File: src/design/spq_pkg.sv
// Package for the sorted priority queue: sizes, operation and status codes,
// and the command and result structs shared by the front, back and top level.
// No dependencies.
package spq_pkg;

  // Storage size and derived widths
  localparam int unsigned CAPACITY = 16;
  localparam int unsigned CNT_W    = $clog2(CAPACITY + 1);
  localparam int unsigned DATA_W   = 8;
  localparam int unsigned PRIO_W   = 16;
  localparam int unsigned OCC_W    = 5;
  localparam int unsigned STAT_W   = 2;

  // Command queue between front and back (depth is a power of two)
  localparam int unsigned CQ_DEPTH = 2;
  localparam int unsigned CQ_PTR_W = $clog2(CQ_DEPTH);
  localparam int unsigned CQ_CNT_W = $clog2(CQ_DEPTH + 1);

  typedef enum logic {
    FUNC_ENQ = 1'b0,
    FUNC_DEQ = 1'b1
  } func_e;

  typedef enum logic [STAT_W-1:0] {
    ST_OK    = 2'd0,
    ST_FULL  = 2'd1,
    ST_EMPTY = 2'd2
  } status_e;

  // Classified command handed from the front to the back
  typedef struct packed {
    func_e                    func;
    logic [DATA_W-1:0]        data;
    logic signed [PRIO_W-1:0] prio;
  } cmd_t;

  // Command queue handshake toward the back
  typedef struct packed {
    logic valid;
    cmd_t cmd;
  } cmd_chan_t;

  // One result item
  typedef struct packed {
    status_e                  status;
    logic [DATA_W-1:0]        removed_data;
    logic signed [PRIO_W-1:0] removed_prio;
    logic                     head_valid;
    logic [DATA_W-1:0]        head_data;
    logic signed [PRIO_W-1:0] head_prio;
    logic [OCC_W-1:0]         occupancy;
  } rsp_t;

endpackage

File: src/design/spq_back.sv
// Back end of the sorted priority queue: a compare-and-shift cell array that
// runs one command per cycle while no result is held, and registers the result item. Uses spq_pkg.
module spq_back import spq_pkg::*; (
  input  logic      clk_i,
  input  logic      rst_ni,
  input  cmd_chan_t cq_i,
  output logic      cq_pop_o,
  output logic      rsp_valid_o,
  input  logic      rsp_ready_i,
  output rsp_t      rsp_o
);

  logic [DATA_W-1:0]        slot_data_q [CAPACITY];
  logic signed [PRIO_W-1:0] slot_prio_q [CAPACITY];
  logic [DATA_W-1:0]        slot_data_d [CAPACITY];
  logic signed [PRIO_W-1:0] slot_prio_d [CAPACITY];
  logic [CNT_W-1:0]         count_q, count_d;
  logic [CAPACITY-1:0]      ge, ins;
  logic                     full, empty, do_enq, do_deq, exec;
  logic                     rsp_valid_q;
  rsp_t                     rsp_q, rsp_d;

  assign exec     = cq_i.valid && (!rsp_valid_q || rsp_ready_i);
  assign cq_pop_o = exec;
  assign full     = (count_q == CNT_W'(CAPACITY));
  assign empty    = (count_q == '0);
  assign do_enq   = (cq_i.cmd.func == FUNC_ENQ) && !full;
  assign do_deq   = (cq_i.cmd.func == FUNC_DEQ) && !empty;

  // Each occupied cell compares its priority against the new item
  always_comb begin
    for (int i = 0; i < CAPACITY; i++) begin
      ge[i] = (count_q > CNT_W'(i)) && (slot_prio_q[i] >= cq_i.cmd.prio);
    end
    ins[0] = !ge[0];
    for (int i = 1; i < CAPACITY; i++) begin
      ins[i] = !ge[i] && ge[i-1];
    end
  end

  // Next cell contents: keep, take the new item, or shift from a neighbor
  always_comb begin
    for (int i = 0; i < CAPACITY; i++) begin
      slot_data_d[i] = slot_data_q[i];
      slot_prio_d[i] = slot_prio_q[i];
      if (do_enq && !ge[i]) begin
        if (ins[i]) begin
          slot_data_d[i] = cq_i.cmd.data;
          slot_prio_d[i] = cq_i.cmd.prio;
        end else if (i > 0) begin
          slot_data_d[i] = slot_data_q[i-1];
          slot_prio_d[i] = slot_prio_q[i-1];
        end
      end else if (do_deq && (i < CAPACITY - 1)) begin
        slot_data_d[i] = slot_data_q[i+1];
        slot_prio_d[i] = slot_prio_q[i+1];
      end
    end
  end

  // Count update and result assembly
  always_comb begin
    count_d = count_q;
    if (do_enq) begin
      count_d = count_q + 1'b1;
    end else if (do_deq) begin
      count_d = count_q - 1'b1;
    end

    rsp_d              = '0;
    rsp_d.status       = ST_OK;
    if ((cq_i.cmd.func == FUNC_ENQ) && full) begin
      rsp_d.status = ST_FULL;
    end else if ((cq_i.cmd.func == FUNC_DEQ) && empty) begin
      rsp_d.status = ST_EMPTY;
    end
    if (do_deq) begin
      rsp_d.removed_data = slot_data_q[0];
      rsp_d.removed_prio = slot_prio_q[0];
    end
    rsp_d.head_valid = (count_d != '0);
    if (count_d != '0) begin
      rsp_d.head_data = slot_data_d[0];
      rsp_d.head_prio = slot_prio_d[0];
    end
    rsp_d.occupancy = OCC_W'(count_d);
  end

  always_ff @(posedge clk_i or negedge rst_ni) begin
    if (!rst_ni) begin
      count_q     <= '0;
      rsp_valid_q <= 1'b0;
    end else begin
      if (exec) begin
        count_q     <= count_d;
        rsp_valid_q <= 1'b1;
      end else if (rsp_ready_i) begin
        rsp_valid_q <= 1'b0;
      end
    end
  end

  // Cell array and result payload hold no reset
  always_ff @(posedge clk_i) begin
    if (exec) begin
      slot_data_q <= slot_data_d;
      slot_prio_q <= slot_prio_d;
      rsp_q       <= rsp_d;
    end
  end

  assign rsp_valid_o = rsp_valid_q;
  assign rsp_o       = rsp_q;

endmodule

File: config.mk
export PLATFORM = sky130hd
export DESIGN_NAME = spq_back
export DESIGN_NICKNAME = d
export VERILOG_FILES = /design/src/design/spq_pkg.sv /design/src/design/spq_back.sv
export SDC_FILE = /design/constraint.sdc
export NUM_CORES = 1
export LEC_CHECK = 0
export BUFFER_PORTS_ARGS = -buffer_cell sky130_fd_sc_hd__buf_2
export CAP_MARGIN = 10
export CORE_MARGIN = 3
export CORE_UTILIZATION = 60
export CTS_BUF_LIST = sky130_fd_sc_hd__clkbuf_8
export DETAILED_ROUTE_END_ITERATION = 10
export PLACE_DENSITY = 0.77
export SLEW_MARGIN = 20
export SYNTH_ARGS = -nofsm -noshare
export SYNTH_HDL_FRONTEND = slang
export SYNTH_SLANG_ARGS = --single-unit
File: constraint.sdc
create_clock -name clk_i -period 4.75 [get_ports clk_i]
set_input_delay 0.475 -clock clk_i [delete_from_list [all_inputs] [get_ports clk_i]]
set_output_delay 0.475 -clock clk_i [all_outputs]
set_load 0.01 [all_outputs]
==> results of run 1 <==
==> flip-flops by register name, summed over array words and instances, names as in the netlist <==
register / count
slot_prio_q: 256
slot_data_q: 128
rsp_o: 56
count_q: 5
rsp_valid_o: 1
==> critical path, cell delays in order, from the launching register on <==
cell and delay (ns):
dfrtp_1 0.51, inv_1 0.18, ha_1 0.27, nor3b_1 0.19
a21oi_4 0.81, buf_12 0.36, and2_1 0.19, o21a_1 0.46
buf_12 0.23
==> kinds of logic (layout without fill, tap and decap cells) <==
group	after synthesis	count (layout)	share of synthesized area, %
adder cells (fa/ha/maj)	261	261	11.3
flip-flops	446	446	46.3
XOR/XNOR	4	4	0.147
buffers and inverters	244	401	4.08
AO/OA/AOI/OAI	645	645	12.9
AND/OR/NAND/NOR	516	516	8.99
multiplexers	454	454	16.3
==> through the flow <==
step / worst slack (ns) / hold slack [ns] / area, sq um / utilization (%) / total power, mW
after global placement: 0.761 / 0.308 / 30100 / 64.1 / 11.9
final: 1.21 / 0.120 / 31500 / 67.0 / 15.4
after global routing: 1.03 / 0.111 / 31500 / 67.0 / 16.2
after floorplan: 0.0687 / 0.179 / 28900 / - / 10.6
after detailed placement: 0.669 / 0.314 / 30100 / 64.1 / 12.1
after CTS: 1.24 / 0.0397 / 31500 / 67.0 / 15.3
==> layer usage <==
metal | up-vias | track usage [%] | share of wire [%]
li1 | 9948 | - | -
met1 | 10420 | 38.5 | 40
met2 | 997 | 50.1 | 47
met3 | 261 | 4.99 | 7.0
met4 | 2 | 15.7 | 5.2
met5 | - | 0 | 0.017
==> area by class of cell <==
| type | count | area share, % |
|---|---|---|
| multi-input combinational | 1880 | 45.9 |
| sequential | 446 | 42.4 |
| timing repair buffer | 186 | 4.04 |
| clock buffer | 79 | 3.45 |
| tap | 607 | 2.41 |
| inverter | 80 | 0.961 |
| clock inverter | 56 | 0.806 |
==> layout by cell type, fill, tap and decap left out, types with 5 or more instances in the layout <==
cell type	n
a2111oi_0	5
a211oi_1	9
a21o_1	26
a21oi_1	379
a21oi_2	6
a31oi_1	39
and2_1	27
and3_1	9
and4_1	6
buf_12	7
buf_2	86
buf_4	91
clkbuf_8	79
clkinv_1	19
clkinv_2	6
clkinvlp_4	5
dfrtp_1	6
edfxtp_1	440
ha_1	261
inv_1	101
mux2_1	12
mux2_2	85
mux2_4	8
mux2i_1	348
nand2_1	195
nand2b_1	14
nand3_1	20
nand4_1	46
nor2_1	113
nor2_2	11
nor2b_1	16
nor3_1	10
nor4_1	9
o211ai_1	15
o21a_1	11
o21ai_0	72
o21ai_1	26
or3_1	9
==> power groups by stage <==
stage | Clock (mW) | Combinational (mW) | Sequential (mW)
floorplan | 0 | 4.85 | 5.78
global placement | 0 | 5.92 | 5.96
detailed placement | 0 | 6.16 | 5.98
CTS | 3.24 | 6.19 | 5.91
global route | 3.43 | 6.78 | 5.99
finish | 3.20 | 6.24 | 5.94
==> final timing paths <==
| kind | endpoint | startpoint | depth (start not counted) |
|---|---|---|---|
| max | slot_prio_q[222] | count_q[0] | 8 |
| min | rsp_valid_o | rsp_ready_i | 3 |
| max reg2reg | slot_prio_q[222] | count_q[0] | 8 |
| min reg2reg | slot_data_q[11] | slot_data_q[3] | 2 |
| max in group asynchronous | count_q[2] | rst_ni | 2 |
| min in group asynchronous | count_q[3] | rst_ni | 2 |
==> repair_timing <==
action	in CTS	in global routing
hold buffers	2	0
endpoints found under the setup margin	0	0
hold endpoints to repair	7	0
gates resized for setup	0	0
==> metrics.csv, run 1 <==
stage;metric;value;unit
synth;leading post-synthesis cells by cell area;edfxtp_1 46%, mux2i_1 12%, ha_1 11%, a21oi_1 6.7%, mux2_2 3.3%;
layout;Area Overhead vs Synth;9.13;%
sta;clock skew;0.0259;ns
critical_path;Setup crit start kind;flip-flop;
cts;clock-pin slew on the worst setup and hold paths;0.06;ns
critical_path;worst endpoint data arrival time;3.92;ns
place;PortBufs;86;
grt;largest net degree at the start of global routing;74;
critical_path;Required @ worst endpoint;5.13;ns
grt;initial antenna violation count;1;
place;Placer Congestion;0.947;
synth;synth warn;0;
floorplanning;I/O pin count;87;
route;Residual DRC;0;
power;Sw Share;38.0;%
route;Routed WL;77500;um
sta;RSZ-0062 raised after global routing;false;
floorplanning;Initial Util;61.4;%
route;DR vias;21628;
sta;final hold violation count;0;
power;Net Sw Power;5.83;mW
critical_path;crit path kind;flip-flop to flip-flop;
synth;top-count cell post-synth;edfxtp_1;
floorplanning;Die Area;50800;sq um
grt;Remaining Overflow, GRT;0;
sta;Slew @ Worst Pin;1.09;ns
grt;first-pass GRT wire length;120000;um
floorplanning;Die H;225;um
cts;Clock Latency Late Sink;0.69;ns
layout;Post-layout nets;2963;
cts;Num CTS Buffers;79;
floorplanning;core area;47100;sq um
cts;root buffer cell;clkbuf_8;
power;Peak VDD IR;0.325;mV
power;Clk pwr share;20.8;%
power;Internal Power;9.54;mW
critical_path;Worst setup EP type;flip-flop;
status;status;completed;
sta;Final setup viols;0;
critical_path;internal reg-to-reg setup slack;1.21;ns
route;DRT iter0 DRCs;2115;
route;Post-DRT Antenna Nets;0;
worst_hold_path;Worst Hold Class;input port to flip-flop;
sta;Slew HR;27.2;%
cts;CTS tree;done;
synth;top cell type's share of synthesized area;45.8;%
layout;Antenna diodes;0;
cts;Post-CTS Setup Inserts;0;
synth;Cell variety after synth;92;
synth;Post-synth EDFFs;440;
power;PD cells;488;nW/um^2
sta;Max Clk Rate;0.282;GHz
synth;ys flop type;edfxtp_1;
place;DP Cell Count;3197;
floorplanning;row count;79;
route;drt first pass iters;6;
synth;Synth Area per Inst;11.2;sq um
cts;worst-case clock buffer depth;3;
layout;register area;13400;sq um
synth;area leader, netlist;edfxtp_1;
place;HPWL after DPL;57800;um
cts;CTS H-tree depth;3;
sta;final period utilization;74.6;%
grt;number of global-route vias before repair;21682;
power;Flop pwr share;38.6;%
cts;clk sinks;446;
synth;post-synthesis register bit count;446;
power;leak pwr;13.2;nW
synth;most frequent cells after synthesis;440 x edfxtp_1, 387 x a21oi_1, 349 x mux2i_1, 261 x ha_1, 195 x nand2_1;
synth;Syn Std Cell Area;28900;sq um
layout;share of cells above drive strength 1;15.9;%
synth;Mapped Cells;2570;
sta;fin. max-slew vios;0;
critical_path;Max Fanout on Critical Path;59;
power;Comb pwr share;40.6;%
grt;GR Util All Layers;30.3;%
floorplanning;die width;225;um
layout;multi-input logic area;14500;sq um
layout;fillcell total;3542;
job;Max Cap Viol;0;
synth;Syn Nets;2860;
route;via/cell ratio;6.49;
route;Wirelength per Cell;23.2;um
sta;Setup TNS Final;0;ns
synth;ys async rst share;1.35;%
sta;fin crit period;3.54;ns
layout;final non-filler cell total;3334;
synth;sequential fraction of the synthesis area;46.3;%
Note: power is estimated with default switching activity, not from simulation.
==> run 2: changes to the inputs <==
--- a/config.mk
+++ b/config.mk
@@ -8,10 +8,10 @@
 export BUFFER_PORTS_ARGS = -buffer_cell sky130_fd_sc_hd__buf_2
 export CAP_MARGIN = 10
 export CORE_MARGIN = 3
-export CORE_UTILIZATION = 60
+export CORE_UTILIZATION = 59
 export CTS_BUF_LIST = sky130_fd_sc_hd__clkbuf_8
 export DETAILED_ROUTE_END_ITERATION = 10
-export PLACE_DENSITY = 0.77
+export PLACE_DENSITY = 0.79
 export SLEW_MARGIN = 20
 export SYNTH_ARGS = -nofsm -noshare
 export SYNTH_HDL_FRONTEND = slang
==> constraint.sdc (replaced) <==
create_clock -name clk_i -period 3 [get_ports clk_i]
set_input_delay 0.3 -clock clk_i [delete_from_list [all_inputs] [get_ports clk_i]]
set_output_delay 0.3 -clock clk_i [all_outputs]
set_load 0.01 [all_outputs]
==> run 2 against run 1 <==
Compared with the run above: the flow now finishes with violations (negative setup slack); sequential power grew 57%; count of clock-buffer cells in the layout grew 4; clock skew grew 0.011 ns; hold slack gained 0.12 ns; sequential cell count is the same; final cell count grew 7.8%.
==> metrics.csv, run 2 (synthesis gave the netlist of run 1 again) <==
stage;metric;value;unit
layout;most frequent cells in the layout;440 x edfxtp_1, 378 x a21oi_1, 333 x mux2i_1, 270 x buf_4, 234 x ha_1;
route;DRT iter0 DRCs;2136;
critical_path;Worst setup EP type;flip-flop;
route;Residual DRC;0;
power;Net Sw Power;10.1;mW
grt;number of global-route vias before repair;23225;
critical_path;Max Fanout on Critical Path;11;
floorplanning;I/O pin count;87;
critical_path;worst endpoint data arrival time;3.54;ns
power;PD cells;769;nW/um^2
route;Wirelength per Cell;24.3;um
layout;final non-filler cell total;3594;
worst_hold_path;Worst Hold Class;input port to flip-flop;
route;Routed WL;87500;um
place;HPWL after DPL;63300;um
layout;Top reg by flops;slot_prio_q;
sta;Setup WS post-layout;-0.148;ns
route;drt first pass iters;5;
critical_path;Slowest cell on crit path;edfxtp_1;
critical_path;CP Cell Sequence;ha_1 -> nand4_1 -> or3_4 -> a21oi_4 -> nor4b_4 -> o31ai_4 -> buf_12 -> buf_4 -> mux2i_2 -> nor2_1;
cts;clock-pin slew on the worst setup and hold paths;0.06;ns
sta;Slew HR;46.5;%
layout;Finished Cell Area;35100;sq um
floorplanning;Die Area;51600;sq um
floorplanning;die width;227;um
critical_path;R2R Path Start;slot_prio_q[254];
critical_path;CP Launch Point;slot_prio_q[254];
power;Clk pwr share;19.2;%
place;DP Area;32800;sq um
cts;CTS tree;done;
critical_path;Setup crit start kind;flip-flop;
grt;GR Util All Layers;32.7;%
critical_path;crit-path leading delay family;simple AND/OR/NAND/NOR gates;
sta;Max Clk Rate;0.318;GHz
cts;Num CTS Buffers;78;
sta;final period utilization;105;%
critical_path;crit path kind;flip-flop to flip-flop;
place;Placer Congestion;0.962;
cts;CTS H-tree depth;3;
floorplanning;row count;80;
layout;Post-layout nets;3214;
power;Comb pwr share;46.2;%
power;total power;27.0;mW
sta;fin. max-slew vios;0;
sta;clock skew;0.0372;ns
grt;initial antenna violation count;6;
place;DP Cell Count;3426;
grt;Remaining Overflow, GRT;0;
job;Max Cap Viol;0;
power;Peak VDD IR;0.399;mV
cts;Clock Latency Late Sink;0.67;ns
layout;Area Overhead vs Synth;21.7;%
sta;fin crit period;3.15;ns
power;leak pwr;14.8;nW
critical_path;reg-to-reg endpoint;rsp_o[20];
floorplanning;Initial Util;60.1;%
sta;RSZ-0062 raised after global routing;true;
power;Flop pwr share;34.6;%
layout;max reg flops;256;
cts;clk sinks;446;
status;status;finished with violations;
critical_path;R2R depth;10;
critical_path;Crit path depth;10;
sta;Final setup viols;57;
route;Post-DRT Antenna Nets;0;
layout;leading cell type in the layout, fill and taps excluded;edfxtp_1;
place;PortBufs;86;
route;via/cell ratio;6.40;
floorplanning;Die H;227;um
sta;Setup TNS Final;-1.91;ns
critical_path;WP buf/inv;2;
power;Internal Power;16.9;mW
critical_path;critical path endpoint;rsp_o[20];
grt;first-pass GRT wire length;130000;um
critical_path;Required @ worst endpoint;3.40;ns
layout;share of cells above drive strength 1;25.8;%
status;violated checks;negative setup slack;
floorplanning;core area;48000;sq um
sta;Slew @ Worst Pin;0.802;ns
grt;largest net degree at the start of global routing;61;
cts;worst-case clock buffer depth;3;
cts;root buffer cell;clkbuf_8;
critical_path;internal reg-to-reg setup slack;-0.15;ns
route;DR vias;23009;
power;Sw Share;37.4;%
critical_path;slowest stage delay, CP;0.48;ns
sta;final hold violation count;0;
==> run 2: changes by cell type in the layout (fill, tap and decap cells not counted), sizes merged <==
cell,previous run,this run
bufinv,0,1
clkbuf,79,89
diode,0,5
inv,106,94
a21oi,388,390
dlygate4sd3,2,4
nor2,127,128
buf,184,425
clkinvlp,5,12
clkinv,25,20
==> run 2: worst min-delay path by stage <==
stage	cells after the start	start	slack (ns)	to
global placement	1	rst_ni	0.13	rsp_valid_o
floorplan	0	rst_ni	0.004	count_q[0]
detailed placement	1	rst_ni	0.14	rsp_valid_o
finish	5	rsp_ready_i	0.24	count_q[4]
CTS	3	cq_i[0]	0.19	slot_prio_q[240]
global route	3	cq_i[0]	0.23	slot_prio_q[240]
==> run 2: cell type report <==
class	instances	area, sq um
timing repair buffer	435	3930
clock inverter	47	223
clock buffer	83	1140
tap	615	769
fill	3275	12900
multi-input combinational	1883	15300
inverter	80	353
antenna	5	12.5
sequential	446	13400
==> run 2: layer usage <==
metal	vias to the layer above	share of wire, %	global-route usage, %
li1	10483	-	-
met1	11152	39	40.3
met3	278	7.1	6.16
met2	1094	49	55.4
met5	-	0.018	0
met4	2	5.3	16.5
==> run 2: power groups by stage <==
| stage | clock network, mW | logic [mW] | registers [mW] |
|---|---|---|---|
| after floorplan | 0 | 7.86 | 9.15 |
| after global placement | 0 | 11.0 | 9.35 |
| after detailed placement | 0 | 11.4 | 9.40 |
| after CTS | 5.23 | 11.7 | 9.28 |
| after global routing | 5.50 | 13.4 | 9.42 |
| final | 5.17 | 12.5 | 9.34 |
==> run 2: stage by stage <==
stage / hold slack, ns / setup WS, ns / utilization, %
3_3_place_gp: 0.129 / -0.399 / 68.3
3_5_place_dp: 0.144 / -0.486 / 68.3
2_1_floorplan: 0.00441 / -0.227 / -
5_1_grt: 0.226 / -0.190 / 73.1
6_report: 0.243 / -0.148 / 73.1
4_1_cts: 0.191 / -0.0313 / 71.6
==> run 2: timing repair <==
| item | 4_1_cts | 5_1_grt |
|---|---|---|
| setup endpoints to repair | 107 | 396 |
| pin swaps | 2 | 26 |
| hold endpoints to repair | 7 | 0 |
| gates cloned | 3 | 9 |
| gates resized for setup | 25 | 81 |
| hold buffers | 4 | 0 |
| setup buffers | 3 | 16 |
==> run 2: worst register-to-register path, delay by kind of cell (launching register included) <==
family                     cells  cell delay (ns)
buffers and inverters          2             0.34
AOI/OAI and AO/OA              2             0.42
adders and majority gates      1             0.36
and+or+nand+nor                4             0.83
DFF                            1             0.48
muxes                          1             0.46
