===== src/design/spq_pkg.sv =====
// Package for the sorted priority queue: sizes, operation and status codes,
// and the command and result structs shared by the front, back and top level.
// No dependencies.
package spq_pkg;

  // Storage size and derived widths
  localparam int unsigned CAPACITY = 16;
  localparam int unsigned CNT_W    = $clog2(CAPACITY + 1);
  localparam int unsigned DATA_W   = 8;
  localparam int unsigned PRIO_W   = 16;
  localparam int unsigned OCC_W    = 5;
  localparam int unsigned STAT_W   = 2;

  // Command queue between front and back (depth is a power of two)
  localparam int unsigned CQ_DEPTH = 2;
  localparam int unsigned CQ_PTR_W = $clog2(CQ_DEPTH);
  localparam int unsigned CQ_CNT_W = $clog2(CQ_DEPTH + 1);

  typedef enum logic {
    FUNC_ENQ = 1'b0,
    FUNC_DEQ = 1'b1
  } func_e;

  typedef enum logic [STAT_W-1:0] {
    ST_OK    = 2'd0,
    ST_FULL  = 2'd1,
    ST_EMPTY = 2'd2
  } status_e;

  // Classified command handed from the front to the back
  typedef struct packed {
    func_e                    func;
    logic [DATA_W-1:0]        data;
    logic signed [PRIO_W-1:0] prio;
  } cmd_t;

  // Command queue handshake toward the back
  typedef struct packed {
    logic valid;
    cmd_t cmd;
  } cmd_chan_t;

  // One result item
  typedef struct packed {
    status_e                  status;
    logic [DATA_W-1:0]        removed_data;
    logic signed [PRIO_W-1:0] removed_prio;
    logic                     head_valid;
    logic [DATA_W-1:0]        head_data;
    logic signed [PRIO_W-1:0] head_prio;
    logic [OCC_W-1:0]         occupancy;
  } rsp_t;

endpackage


===== src/design/spq_front.sv =====
// Front end of the sorted priority queue: accepts classified commands from the
// top level and buffers them in a short command queue. Uses spq_pkg.
module spq_front import spq_pkg::*; (
  input  logic              clk_i,
  input  logic              rst_ni,
  input  logic              req_valid_i,
  output logic              req_ready_o,
  input  cmd_t              req_cmd_i,
  output cmd_chan_t         cq_o,
  input  logic              cq_pop_i
);

  cmd_t                cq_mem_q [CQ_DEPTH];
  logic [CQ_PTR_W-1:0] wr_ptr_q, wr_ptr_d;
  logic [CQ_PTR_W-1:0] rd_ptr_q, rd_ptr_d;
  logic [CQ_CNT_W-1:0] cnt_q, cnt_d;
  logic                push, pop;

  assign req_ready_o = (cnt_q != CQ_CNT_W'(CQ_DEPTH));
  assign push        = req_valid_i && req_ready_o;
  assign pop         = cq_pop_i && (cnt_q != '0);

  assign cq_o.valid = (cnt_q != '0);
  assign cq_o.cmd   = cq_mem_q[rd_ptr_q];

  // Advance pointers and fill count
  always_comb begin
    wr_ptr_d = push ? wr_ptr_q + 1'b1 : wr_ptr_q;
    rd_ptr_d = pop  ? rd_ptr_q + 1'b1 : rd_ptr_q;
    cnt_d    = cnt_q;
    if (push && !pop) begin
      cnt_d = cnt_q + 1'b1;
    end else if (pop && !push) begin
      cnt_d = cnt_q - 1'b1;
    end
  end

  always_ff @(posedge clk_i or negedge rst_ni) begin
    if (!rst_ni) begin
      wr_ptr_q <= '0;
      rd_ptr_q <= '0;
      cnt_q    <= '0;
    end else begin
      wr_ptr_q <= wr_ptr_d;
      rd_ptr_q <= rd_ptr_d;
      cnt_q    <= cnt_d;
    end
  end

  // Store the classified command
  always_ff @(posedge clk_i) begin
    if (push) begin
      cq_mem_q[wr_ptr_q] <= req_cmd_i;
    end
  end

endmodule


===== config.mk =====
export PLATFORM = sky130hd
export DESIGN_NAME = spq_front
export DESIGN_NICKNAME = d
export VERILOG_FILES = /design/src/design/spq_pkg.sv /design/src/design/spq_front.sv
export SDC_FILE = /design/constraint.sdc
export NUM_CORES = 1
export LEC_CHECK = 0
export BUFFER_PORTS_ARGS = -buffer_cell sky130_fd_sc_hd__buf_2
export CAP_MARGIN = 10
export CORE_ASPECT_RATIO = 0.8
export CORE_UTILIZATION = 46
export DETAILED_ROUTE_END_ITERATION = 7
export PLACE_DENSITY_LB_ADDON = 0.3
export SLEW_MARGIN = 5
export SYNTH_ARGS = -nofsm -noshare
export SYNTH_HDL_FRONTEND = slang
export SYNTH_SLANG_ARGS = --single-unit

===== constraint.sdc =====
create_clock -name clk_i -period 2.1 [get_ports clk_i]
set_input_delay 0.105 -clock clk_i [delete_from_list [all_inputs] [get_ports clk_i]]
set_output_delay 0.105 -clock clk_i [all_outputs]
set_load 0.02 [all_outputs]

==> flow_summary.json, run 1 <==
{
  "clock.fmax_mhz": 658,
  "io_buffers": 55,
  "finalSetupTns_ns": 0,
  "final_util_pct": 65.3,
  "drive_gt1_share_pct": 49.5,
  "critPathCaptureType": "output port",
  "cts_buffers": 5,
  "cpPeakStageDelay_ns": 0.35,
  "crit_type": "reg2out",
  "fp.dieW_um": 77.5,
  "h-tree-depth": 2,
  "vias": 1102,
  "synth_cell_types": 15,
  "final-max-slew-violation-count": 0,
  "max_slew_margin_pct": 77.5,
  "start_kind": "register",
  "cts_root_buf": "clkbuf_8",
  "antenna_cells": 0,
  "fin_skew_ns": 0.00784,
  "clk_latency_ns": 0.30,
  "final_cells": 243,
  "tightest_slew_ns": 0.337,
  "die_h_um": 62.4,
  "place_area_um2": 2430,
  "synth.ff_latch_count": 54,
  "clock-sinks": 54,
  "period_share_pct": 72.4,
  "syn_inst": 96,
  "required_ns": 2.00,
  "clock_tree.buffer_depth": 2,
  "grt_overflow": 0,
  "gp_congestion": 0.788,
  "cp_max_fo": 14,
  "grt_pass1_vias": 1181,
  "min_period_ns": 1.52,
  "routed_wl_um": 3170,
  "area_delta_synth_final_pct": 33.3,
  "power_mw": 3.63,
  "drcViolationCount": 0,
  "hold_depth": 3,
  "track_usage_pct": 14.9,
  "reg2reg_depth": 6,
  "design.core.area_um2": 4280,
  "grt_pass1_wl_um": 5330,
  "grt_max_degree": 26,
  "initial_core_util_pct": 49.0,
  "worstHoldStart": "cq_pop_i",
  "dp_cells": 209,
  "p_leak_nw": 1.14,
  "syn_area_um2": 2100,
  "cts_tree": "done",
  "placementRows": 21,
  "finalHoldViolCount": 0,
  "finalSetupViolCount": 0,
  "peakVddDrop_mv": 0.684,
  "ios": 56,
  "synth-seq-area-share_pct": 76.3,
  "drtIter0Drc": 26,
  "die_area_um2": 4840,
  "path_cells": "buf_4, mux2_4, buf_2",
  "dpl.hpwl_um": 2060,
  "r2r-end": "cnt_q[1]",
  "power_density_nw_per_um2": 1300,
  "cts-resized-gates": 0,
  "drv_cap": 0,
  "clk_pin_slew_ns": 0.08,
  "rsz0062_at_grt": "no",
  "first_pass_iters": 4,
  "syn_avg_cell_area_um2": 21.9,
  "hold_end": "rd_ptr_q",
  "crit_arrival_ns": 1.41,
  "wire_per_inst_um": 13.0,
  "nets": 215,
  "min_path_type": "in2reg",
  "rr_startpoint": "cnt_q[0]",
  "syn_nets": 126,
  "vias_per_cell": 4.53,
  "fin_area_um2": 2800,
  "outcome": "finished clean",
  "crit_slowest_cell": "dfrtp_1",
  "yosys_warnings": 0,
  "fill_cells": 297,
  "ant_nets": 0,
  "antenna_found_initial": 0,
  "r2r_slack_ns": 0.60
}
==> per-layer routing <==
| metal | share of wire [%] | global-route usage (%) | wire, um |
|---|---|---|---|
| met3 | 5.0 | 4.09 | 158 |
| met1 | 40 | 16.4 | 1280 |
| met2 | 53 | 26.5 | 1680 |
| met4 | 1.6 | 7.08 | 50 |
| met5 | 0 | 0 | 0 |
==> cells by family (layout without fill, tap and decap cells) <==
group | Yosys count | in the layout | synth area share, %
xor+xnor | 5 | 5 | 2.09
fa+ha+maj | 1 | 1 | 0.596
buf+inv | 4 | 94 | 2.62
flops | 54 | 54 | 76.3
mux | 25 | 25 | 16.8
simple gates | 7 | 7 | 1.61
==> cells in the mapped netlist <==
cell | count | share of area [%]
edfxtp_1 | 50 | 72
mux2_4 | 19 | 14
mux2_2 | 6 | 3.2
dfrtp_1 | 4 | 4.8
xnor2_1 | 3 | 1.3
buf_12 | 2 | 1.9
nand2_1 | 2 | 0.36
nor2_1 | 2 | 0.36
xor2_1 | 2 | 0.83
and3_1 | 1 | 0.30
buf_6 | 1 | 0.54
ha_1 | 1 | 0.60
inv_1 | 1 | 0.18
nand2b_1 | 1 | 0.30
or2_1 | 1 | 0.30
==> worst max path at each step <==
stage	start	to	slack [ns]	cells past startpoint
3_5_place_dp	cnt_q[0]	cnt_q[1]	0.58	7
5_1_grt	cnt_q[0]	cnt_q[1]	0.50	7
6_report	rd_ptr_q	cq_o[8]	0.58	3
4_1_cts	rd_ptr_q	cq_o[18]	0.55	3
2_1_floorplan	cnt_q[0]	cq_mem_q[0][0]	0.23	3
3_3_place_gp	cnt_q[0]	cnt_q[1]	0.69	6
==> stage by stage <==
stage	hold WS [ns]	setup slack [ns]
2_1_floorplan	-0.191	0.233
3_3_place_gp	-0.0892	0.688
3_5_place_dp	-0.0823	0.579
4_1_cts	0.00208	0.552
5_1_grt	0.131	0.496
6_report	0.115	0.581
==> power breakdown <==
part	total, mW	switching [mW]	internal, mW
sequential	1.56	0.0838	1.48
combinational	1.40	0.761	0.644
clock	0.660	0.305	0.355
total	3.63	1.15	2.48
==> cell type report <==
type / count / area (um^2) / area share, %
tap: 57 / 71.3 / 2.55
multi-input combinational: 38 / 445 / 15.9
timing repair buffer: 85 / 566 / 20.2
inverter: 1 / 3.75 / 0.134
sequential: 54 / 1600 / 57.2
clock buffer: 6 / 72.6 / 2.59
clock inverter: 2 / 37.5 / 1.34
==> layout by cell type (no fill, tap or decap), drive strengths merged <==
cell / instances
buf: 59
dfrtp: 4
mux2: 25
and3: 1
inv: 1
xnor2: 3
nand2: 2
nand2b: 1
ha: 1
clkinvlp: 1
clkbuf: 6
edfxtp: 50
dlygate4sd3: 26
nor2: 2
or2: 1
bufinv: 1
xor2: 2
==> critical path, delay by kind of cell, from the launching register on <==
family   cells  cell delay, ns
flops        1            0.35
mux          1            0.33
buf+inv      2            0.44
==> flip-flops by register name, summed over array words and instances, names as in the netlist <==
name	count
rd_ptr_q	1
cq_mem_q	50
cnt_q	2
wr_ptr_q	1
==> repair_timing <==
| item | CTS | global route |
|---|---|---|
| setup buffers | 0 | 0 |
| hold buffers | 25 | 1 |
| endpoints found under the hold margin | 52 | 2 |
Note: power is estimated with default switching activity, not from simulation.
==> run 2, diff against run 1 <==
--- a/config.mk
+++ b/config.mk
@@ -8,7 +8,7 @@
 export BUFFER_PORTS_ARGS = -buffer_cell sky130_fd_sc_hd__buf_2
 export CAP_MARGIN = 10
 export CORE_ASPECT_RATIO = 0.8
-export CORE_UTILIZATION = 46
+export CORE_UTILIZATION = 51
 export DETAILED_ROUTE_END_ITERATION = 7
 export PLACE_DENSITY_LB_ADDON = 0.3
 export SLEW_MARGIN = 5
==> constraint.sdc (replaced) <==
create_clock -name clk_i -period 1.4 [get_ports clk_i]
set_input_delay 0.07 -clock clk_i [delete_from_list [all_inputs] [get_ports clk_i]]
set_output_delay 0.07 -clock clk_i [all_outputs]
set_load 0.02 [all_outputs]
==> run 2 against run 1 <==
The run now ends with negative setup slack left. Die area decreased by 9.5%. Sequential cell count unchanged. Core utilization increased by 16 points. Register-to-register slack got worse by 0.56 ns. Sequential power increased by 53%. Count of clock-buffer cells in the layout unchanged. First-iteration DRC count increased by 35%. Via count increased by 11%. Clock skew decreased by 0.0049 ns. Global-route usage increased by 4.5 points. Non-clock buffer count increased by 12. Critical endpoint is now cq_o[2].
==> flow_summary.json, run 2 (synthesized netlist as in run 1, its figures left out) <==
{
  "path_cells": "clkbuf_16, mux2_4, buf_6",
  "power_density_nw_per_um2": 2090,
  "grt_max_degree": 20,
  "gp_congestion": 0.672,
  "cts_buffers": 5,
  "ios": 56,
  "final_cells": 253,
  "whs_ns": 0.0907,
  "wl_met3_um": 193,
  "fp.dieW_um": 73.7,
  "met2WireLength_um": 2430,
  "vias_per_cell": 4.82,
  "finalSetupTns_ns": -1.77,
  "final_util_pct": 81.7,
  "cp_max_fo": 8,
  "p_leak_nw": 1.29,
  "area_delta_synth_final_pct": 51.0,
  "first_pass_iters": 4,
  "h-tree-depth": 2,
  "rsz0062_at_grt": "yes",
  "violations": "negative setup slack",
  "dp_cells": 211,
  "largest_reg_flops": 50,
  "top_register": "cq_mem_q",
  "antenna_cells": 0,
  "grt_overflow": 0,
  "peakVddDrop_mv": 1.84,
  "clk_pin_slew_ns": 0.09,
  "dp_slack_ns": -0.0393,
  "nets": 227,
  "finalWorstSetupSlack_ns": -0.0922,
  "io_buffers": 55,
  "min_path_type": "in2async",
  "die_area_um2": 4380,
  "critical_path.top_delay_family": "flip-flops",
  "dpl.hpwl_um": 2410,
  "placementRows": 20,
  "crit_arrival_ns": 1.42,
  "final-max-slew-violation-count": 0,
  "design.core.area_um2": 3880,
  "layout.cells.most_common": "edfxtp_1",
  "wire_per_inst_um": 17.3,
  "ant_nets": 0,
  "critPathBufInv": 2,
  "crit_slowest_cell": "dfrtp_2",
  "crit_type": "reg2out",
  "drv_cap": 0,
  "antenna_found_initial": 0,
  "fin_skew_ns": 0.00298,
  "clk_latency_ns": 0.31,
  "clock_tree.buffer_depth": 2,
  "min_period_ns": 1.49,
  "drcViolationCount": 0,
  "max_slew_margin_pct": 87.2,
  "drtIter0Drc": 35,
  "routed_wl_um": 4380,
  "start_kind": "register",
  "m1WireLength_um": 1650,
  "clock.fmax_mhz": 670,
  "reg_top3": "cq_mem_q (50), cnt_q (2)",
  "grt_pass1_wl_um": 5710,
  "drive_gt1_share_pct": 57.1,
  "period_share_pct": 107,
  "cts_tree": "done",
  "register_area_um2": 1600,
  "cpPeakStageDelay_ns": 0.48,
  "clock-sinks": 54,
  "tightest_slew_ns": 0.192,
  "track_usage_pct": 19.4,
  "multi_input_area_um2": 507,
  "grt_pass1_vias": 1243,
  "critPathCaptureType": "output port",
  "cts_root_buf": "clkbuf_8",
  "initial_core_util_pct": 54.1,
  "die_h_um": 59.4,
  "final_cell_mix": "edfxtp_1 (50), buf_2 (30), buf_6 (27), dlygate4sd3_1 (26), mux2_4 (23)",
  "finalSetupViolCount": 25,
  "required_ns": 1.33,
  "fill_cells": 193,
  "vias": 1220,
  "topRoutingLayerUsed": "met4",
  "outcome": "complete, but fails checks",
  "finalHoldViolCount": 0
}
[run 2: metal layers]
metal	global-route usage [%]	vias up
met4	10.7	0
met1	20.1	598
met3	4.93	10
li1	-	566
met2	35.8	46
met5	0	-
[run 2: path summary, 6_finish.rpt]
check,startpoint,depth (start not counted),slack (ns),endpoint
max,rd_ptr_q,3,-0.09,cq_o[2]
min,rst_ni,2,0.09,cnt_q[1]
max reg2reg,cnt_q[0],6,0.04,cnt_q[1]
min reg2reg,wr_ptr_q,1,0.59,wr_ptr_q
max in group asynchronous,rst_ni,2,1.18,rd_ptr_q
min in group clk_i,req_valid_i,3,0.10,wr_ptr_q
[run 2: where the power goes]
group | leakage (nW) | internal, mW | total, mW | switching (mW)
clock network | 0.0514 | 0.534 | 1.02 | 0.491
logic | 0.731 | 1.78 | 3.22 | 1.44
registers | 0.510 | 2.22 | 2.39 | 0.172
total | 1.29 | 4.53 | 6.64 | 2.10
[run 2: final cells by class]
cell class | count | share of cell area (%)
clock buffer | 6 | 2.29
clock inverter | 2 | 1.18
inverter | 1 | 0.197
multi-input combinational | 38 | 16.0
sequential | 54 | 50.6
tap | 55 | 2.17
timing repair buffer | 97 | 27.6
[run 2: repair_timing]
action,CTS,global route
pin swaps,1,5
hold buffers,26,0
gates resized for setup,8,56
setup endpoints to repair,26,26
gates cloned,0,1
hold endpoints to repair,54,0
setup buffers,3,4
[run 2: stage by stage]
step | area (um^2) | power, mW
after floorplan | 2120 | 4.06
after global placement | 2510 | 4.63
after detailed placement | 2510 | 4.72
after CTS | 2930 | 5.92
after global routing | 3170 | 6.89
final | 3170 | 6.64
==> run 3, diff against run 2 <==
--- a/config.mk
+++ b/config.mk
@@ -5,7 +5,8 @@
 export SDC_FILE = /design/constraint.sdc
 export NUM_CORES = 1
 export LEC_CHECK = 0
-export BUFFER_PORTS_ARGS = -buffer_cell sky130_fd_sc_hd__buf_2
+export ABC_AREA = 1
+export BUFFER_PORTS_ARGS = -buffer_cell sky130_fd_sc_hd__buf_4
 export CAP_MARGIN = 10
 export CORE_ASPECT_RATIO = 0.8
 export CORE_UTILIZATION = 51
==> run 3 against run 2 <==
The flow now finishes without violations. Final cell count grew 22%. Critical path depth grew 2. Routed wire length shrank 4.3%. Combinational power shrank 15%. Maximum frequency grew 9.9%. Core utilization shrank 3.5 points. Non-clock buffer count shrank 5. First-iteration DRC count grew 120%.
==> flow_summary.json, run 3 <==
{
  "clock_tree.buffer_depth": 2,
  "cp_max_fo": 25,
  "die_h_um": 59.2,
  "critPathCaptureType": "register",
  "r2r-end": "cq_mem_q[1][11]",
  "synth.ff_latch_count": 54,
  "vias": 1421,
  "outcome": "finished clean",
  "ys_top_cells_by_area": "edfxtp_1 (72%), nand2_1 (14%), dfrtp_1 (4.8%)",
  "power_density_nw_per_um2": 1970,
  "synth-main-ff-cell": "edfxtp_1",
  "first_pass_iters": 4,
  "die_area_um2": 4350,
  "min_path_type": "in2reg",
  "track_usage_pct": 21.3,
  "syn_inst": 159,
  "p_clk_share_pct": 14.2,
  "drtIter0Drc": 77,
  "ios": 56,
  "nets": 283,
  "post-synth-top-count-cell": "nand2_1",
  "layout.cells.most_common": "nand2_1",
  "synth_area_leader_cell": "edfxtp_1",
  "drv_cap": 0,
  "yosys_warnings": 0,
  "period_share_pct": 97.0,
  "initial_core_util_pct": 54.1,
  "largest_reg_flops": 50,
  "cts_tree": "done",
  "grt_pass1_vias": 1447,
  "synth-seq-area-share_pct": 76.8,
  "antenna_found_initial": 0,
  "hold_depth": 3,
  "dp_slack_ns": -0.0371,
  "power_mw": 5.94,
  "rr_startpoint": "cnt_q[1]",
  "syn_area_um2": 2080,
  "vias_per_cell": 4.60,
  "tightest_slew_ns": 0.173,
  "h-tree-depth": 2,
  "p_comb_share_pct": 45.9,
  "antenna_cells": 0,
  "gp_congestion": 0.835,
  "cts_buffers": 5,
  "internal-power_mw": 3.68,
  "grt_pass1_wl_um": 6390,
  "syn_nets": 189,
  "synth_edf_count": 50,
  "swShare_pct": 38.0,
  "synth_cell_types": 16,
  "area_delta_synth_final_pct": 44.6,
  "finalWorstSetupSlack_ns": 0.0417,
  "required_ns": 1.42,
  "crit_type": "reg2reg",
  "p_sw_mw": 2.26,
  "ant_nets": 0,
  "fin_skew_ns": 0.00693,
  "reg_top3": "cq_mem_q (50), cnt_q (2)",
  "design.core.area_um2": 3850,
  "finalSetupViolCount": 0,
  "top_register": "cq_mem_q",
  "drcViolationCount": 0,
  "finalHoldViolCount": 0,
  "final-max-slew-violation-count": 0,
  "drive_gt1_share_pct": 35.4,
  "grt_overflow": 0,
  "dp_cells": 270,
  "p_leak_nw": 1.31,
  "hold_end": "rd_ptr_q",
  "seq_power_share_pct": 39.9,
  "syn_avg_cell_area_um2": 13.1,
  "io_buffers": 55,
  "cts_root_buf": "clkbuf_8",
  "synth_async_sr_flop_share_pct": 7.41,
  "start_kind": "register",
  "final_cells": 309,
  "final_cell_mix": "nand2_1 (76), buf_4 (64), edfxtp_1 (50), dlygate4sd3_1 (26), nand2_2 (6)",
  "worstHoldStart": "cq_pop_i",
  "crit_arrival_ns": 1.37,
  "clock-sinks": 54,
  "placementRows": 20,
  "clk_latency_ns": 0.31,
  "grt_max_degree": 27,
  "synthTopCellsByCount": "nand2_1 (77), edfxtp_1 (50), nand2_2 (8)",
  "peakVddDrop_mv": 1.20,
  "rsz0062_at_grt": "no",
  "place_area_um2": 2610,
  "fin_area_um2": 3010,
  "yosysTopAreaCellShare_pct": 72.0,
  "routed_wl_um": 4190,
  "dpl.hpwl_um": 2410,
  "wire_per_inst_um": 13.6,
  "r2r_slack_ns": 0.04,
  "clock.fmax_mhz": 736,
  "max_slew_margin_pct": 88.5,
  "clk_pin_slew_ns": 0.09,
  "min_period_ns": 1.36,
  "reg2reg_depth": 5,
  "fp.dieW_um": 73.5
}
-- run 3: how the worst max path moves through the flow --
stage / endpoint / start
finish: cq_mem_q[1][11] / cnt_q[1]
global route: cq_mem_q[1][0] / cnt_q[1]
CTS: cnt_q[1] / cnt_q[0]
detailed placement: cnt_q[1] / cnt_q[0]
global placement: cnt_q[1] / cnt_q[0]
floorplan: cq_mem_q[1][0] / cnt_q[0]
-- run 3: per-stage QoR --
step	TNS, ns	util, %	hold WS (ns)
3_5_place_dp	-0.0371	67.6	-0.129
4_1_cts	0	78.0	0.0113
2_1_floorplan	-0.885	-	-0.226
3_3_place_gp	0	67.6	-0.133
5_1_grt	0	78.2	0.0553
6_report	0	78.2	0.0348
-- run 3: routing by layer --
metal	vias to the layer above	global-route usage (%)	wire, um
met5	-	0	0
met4	0	11.0	111
met1	652	22.5	1610
met3	11	5.78	196
met2	47	39.1	2270
li1	711	-	-
-- run 3: power groups by stage --
stage | Clock [mW] | Combinational, mW | Sequential, mW
finish | 0.842 | 2.73 | 2.37
CTS | 0.857 | 2.71 | 2.37
detailed placement | 0 | 2.53 | 2.41
global route | 0.924 | 2.95 | 2.40
floorplan | 0 | 1.62 | 2.35
global placement | 0 | 2.47 | 2.39
-- run 3: kinds of logic after synthesis --
| group | count (synthesis) | synth area share (%) |
|---|---|---|
| XOR/XNOR | 2 | 0.840 |
| adder cells (fa/ha/maj) | 1 | 0.600 |
| buffers and inverters | 12 | 4.32 |
| flip-flops | 54 | 76.8 |
| AND/OR/NAND/NOR | 90 | 17.4 |
-- run 3: what timing repair did --
action | in CTS | in global routing
endpoints found under the setup margin | 4 | 1
setup buffers | 5 | 0
pin swaps | 1 | 0
hold endpoints to repair | 54 | 0
hold buffers | 26 | 0
gates resized for setup | 2 | 3
-- run 3: final cells by class --
type	count	area, um^2
timing repair buffer	92	781
sequential	54	1600
clock inverter	3	21.3
fill	257	840
tap	55	68.8
inverter	7	33.8
clock buffer	5	68.8
multi-input combinational	93	438
-- run 3: worst max-delay path, stage by stage (launching register included) --
cell and delay, ns:
dfrtp_1 0.44, nand2_4 0.11, nand2_4 0.06, buf_4 0.14, nor2_4 0.12, buf_12 0.20
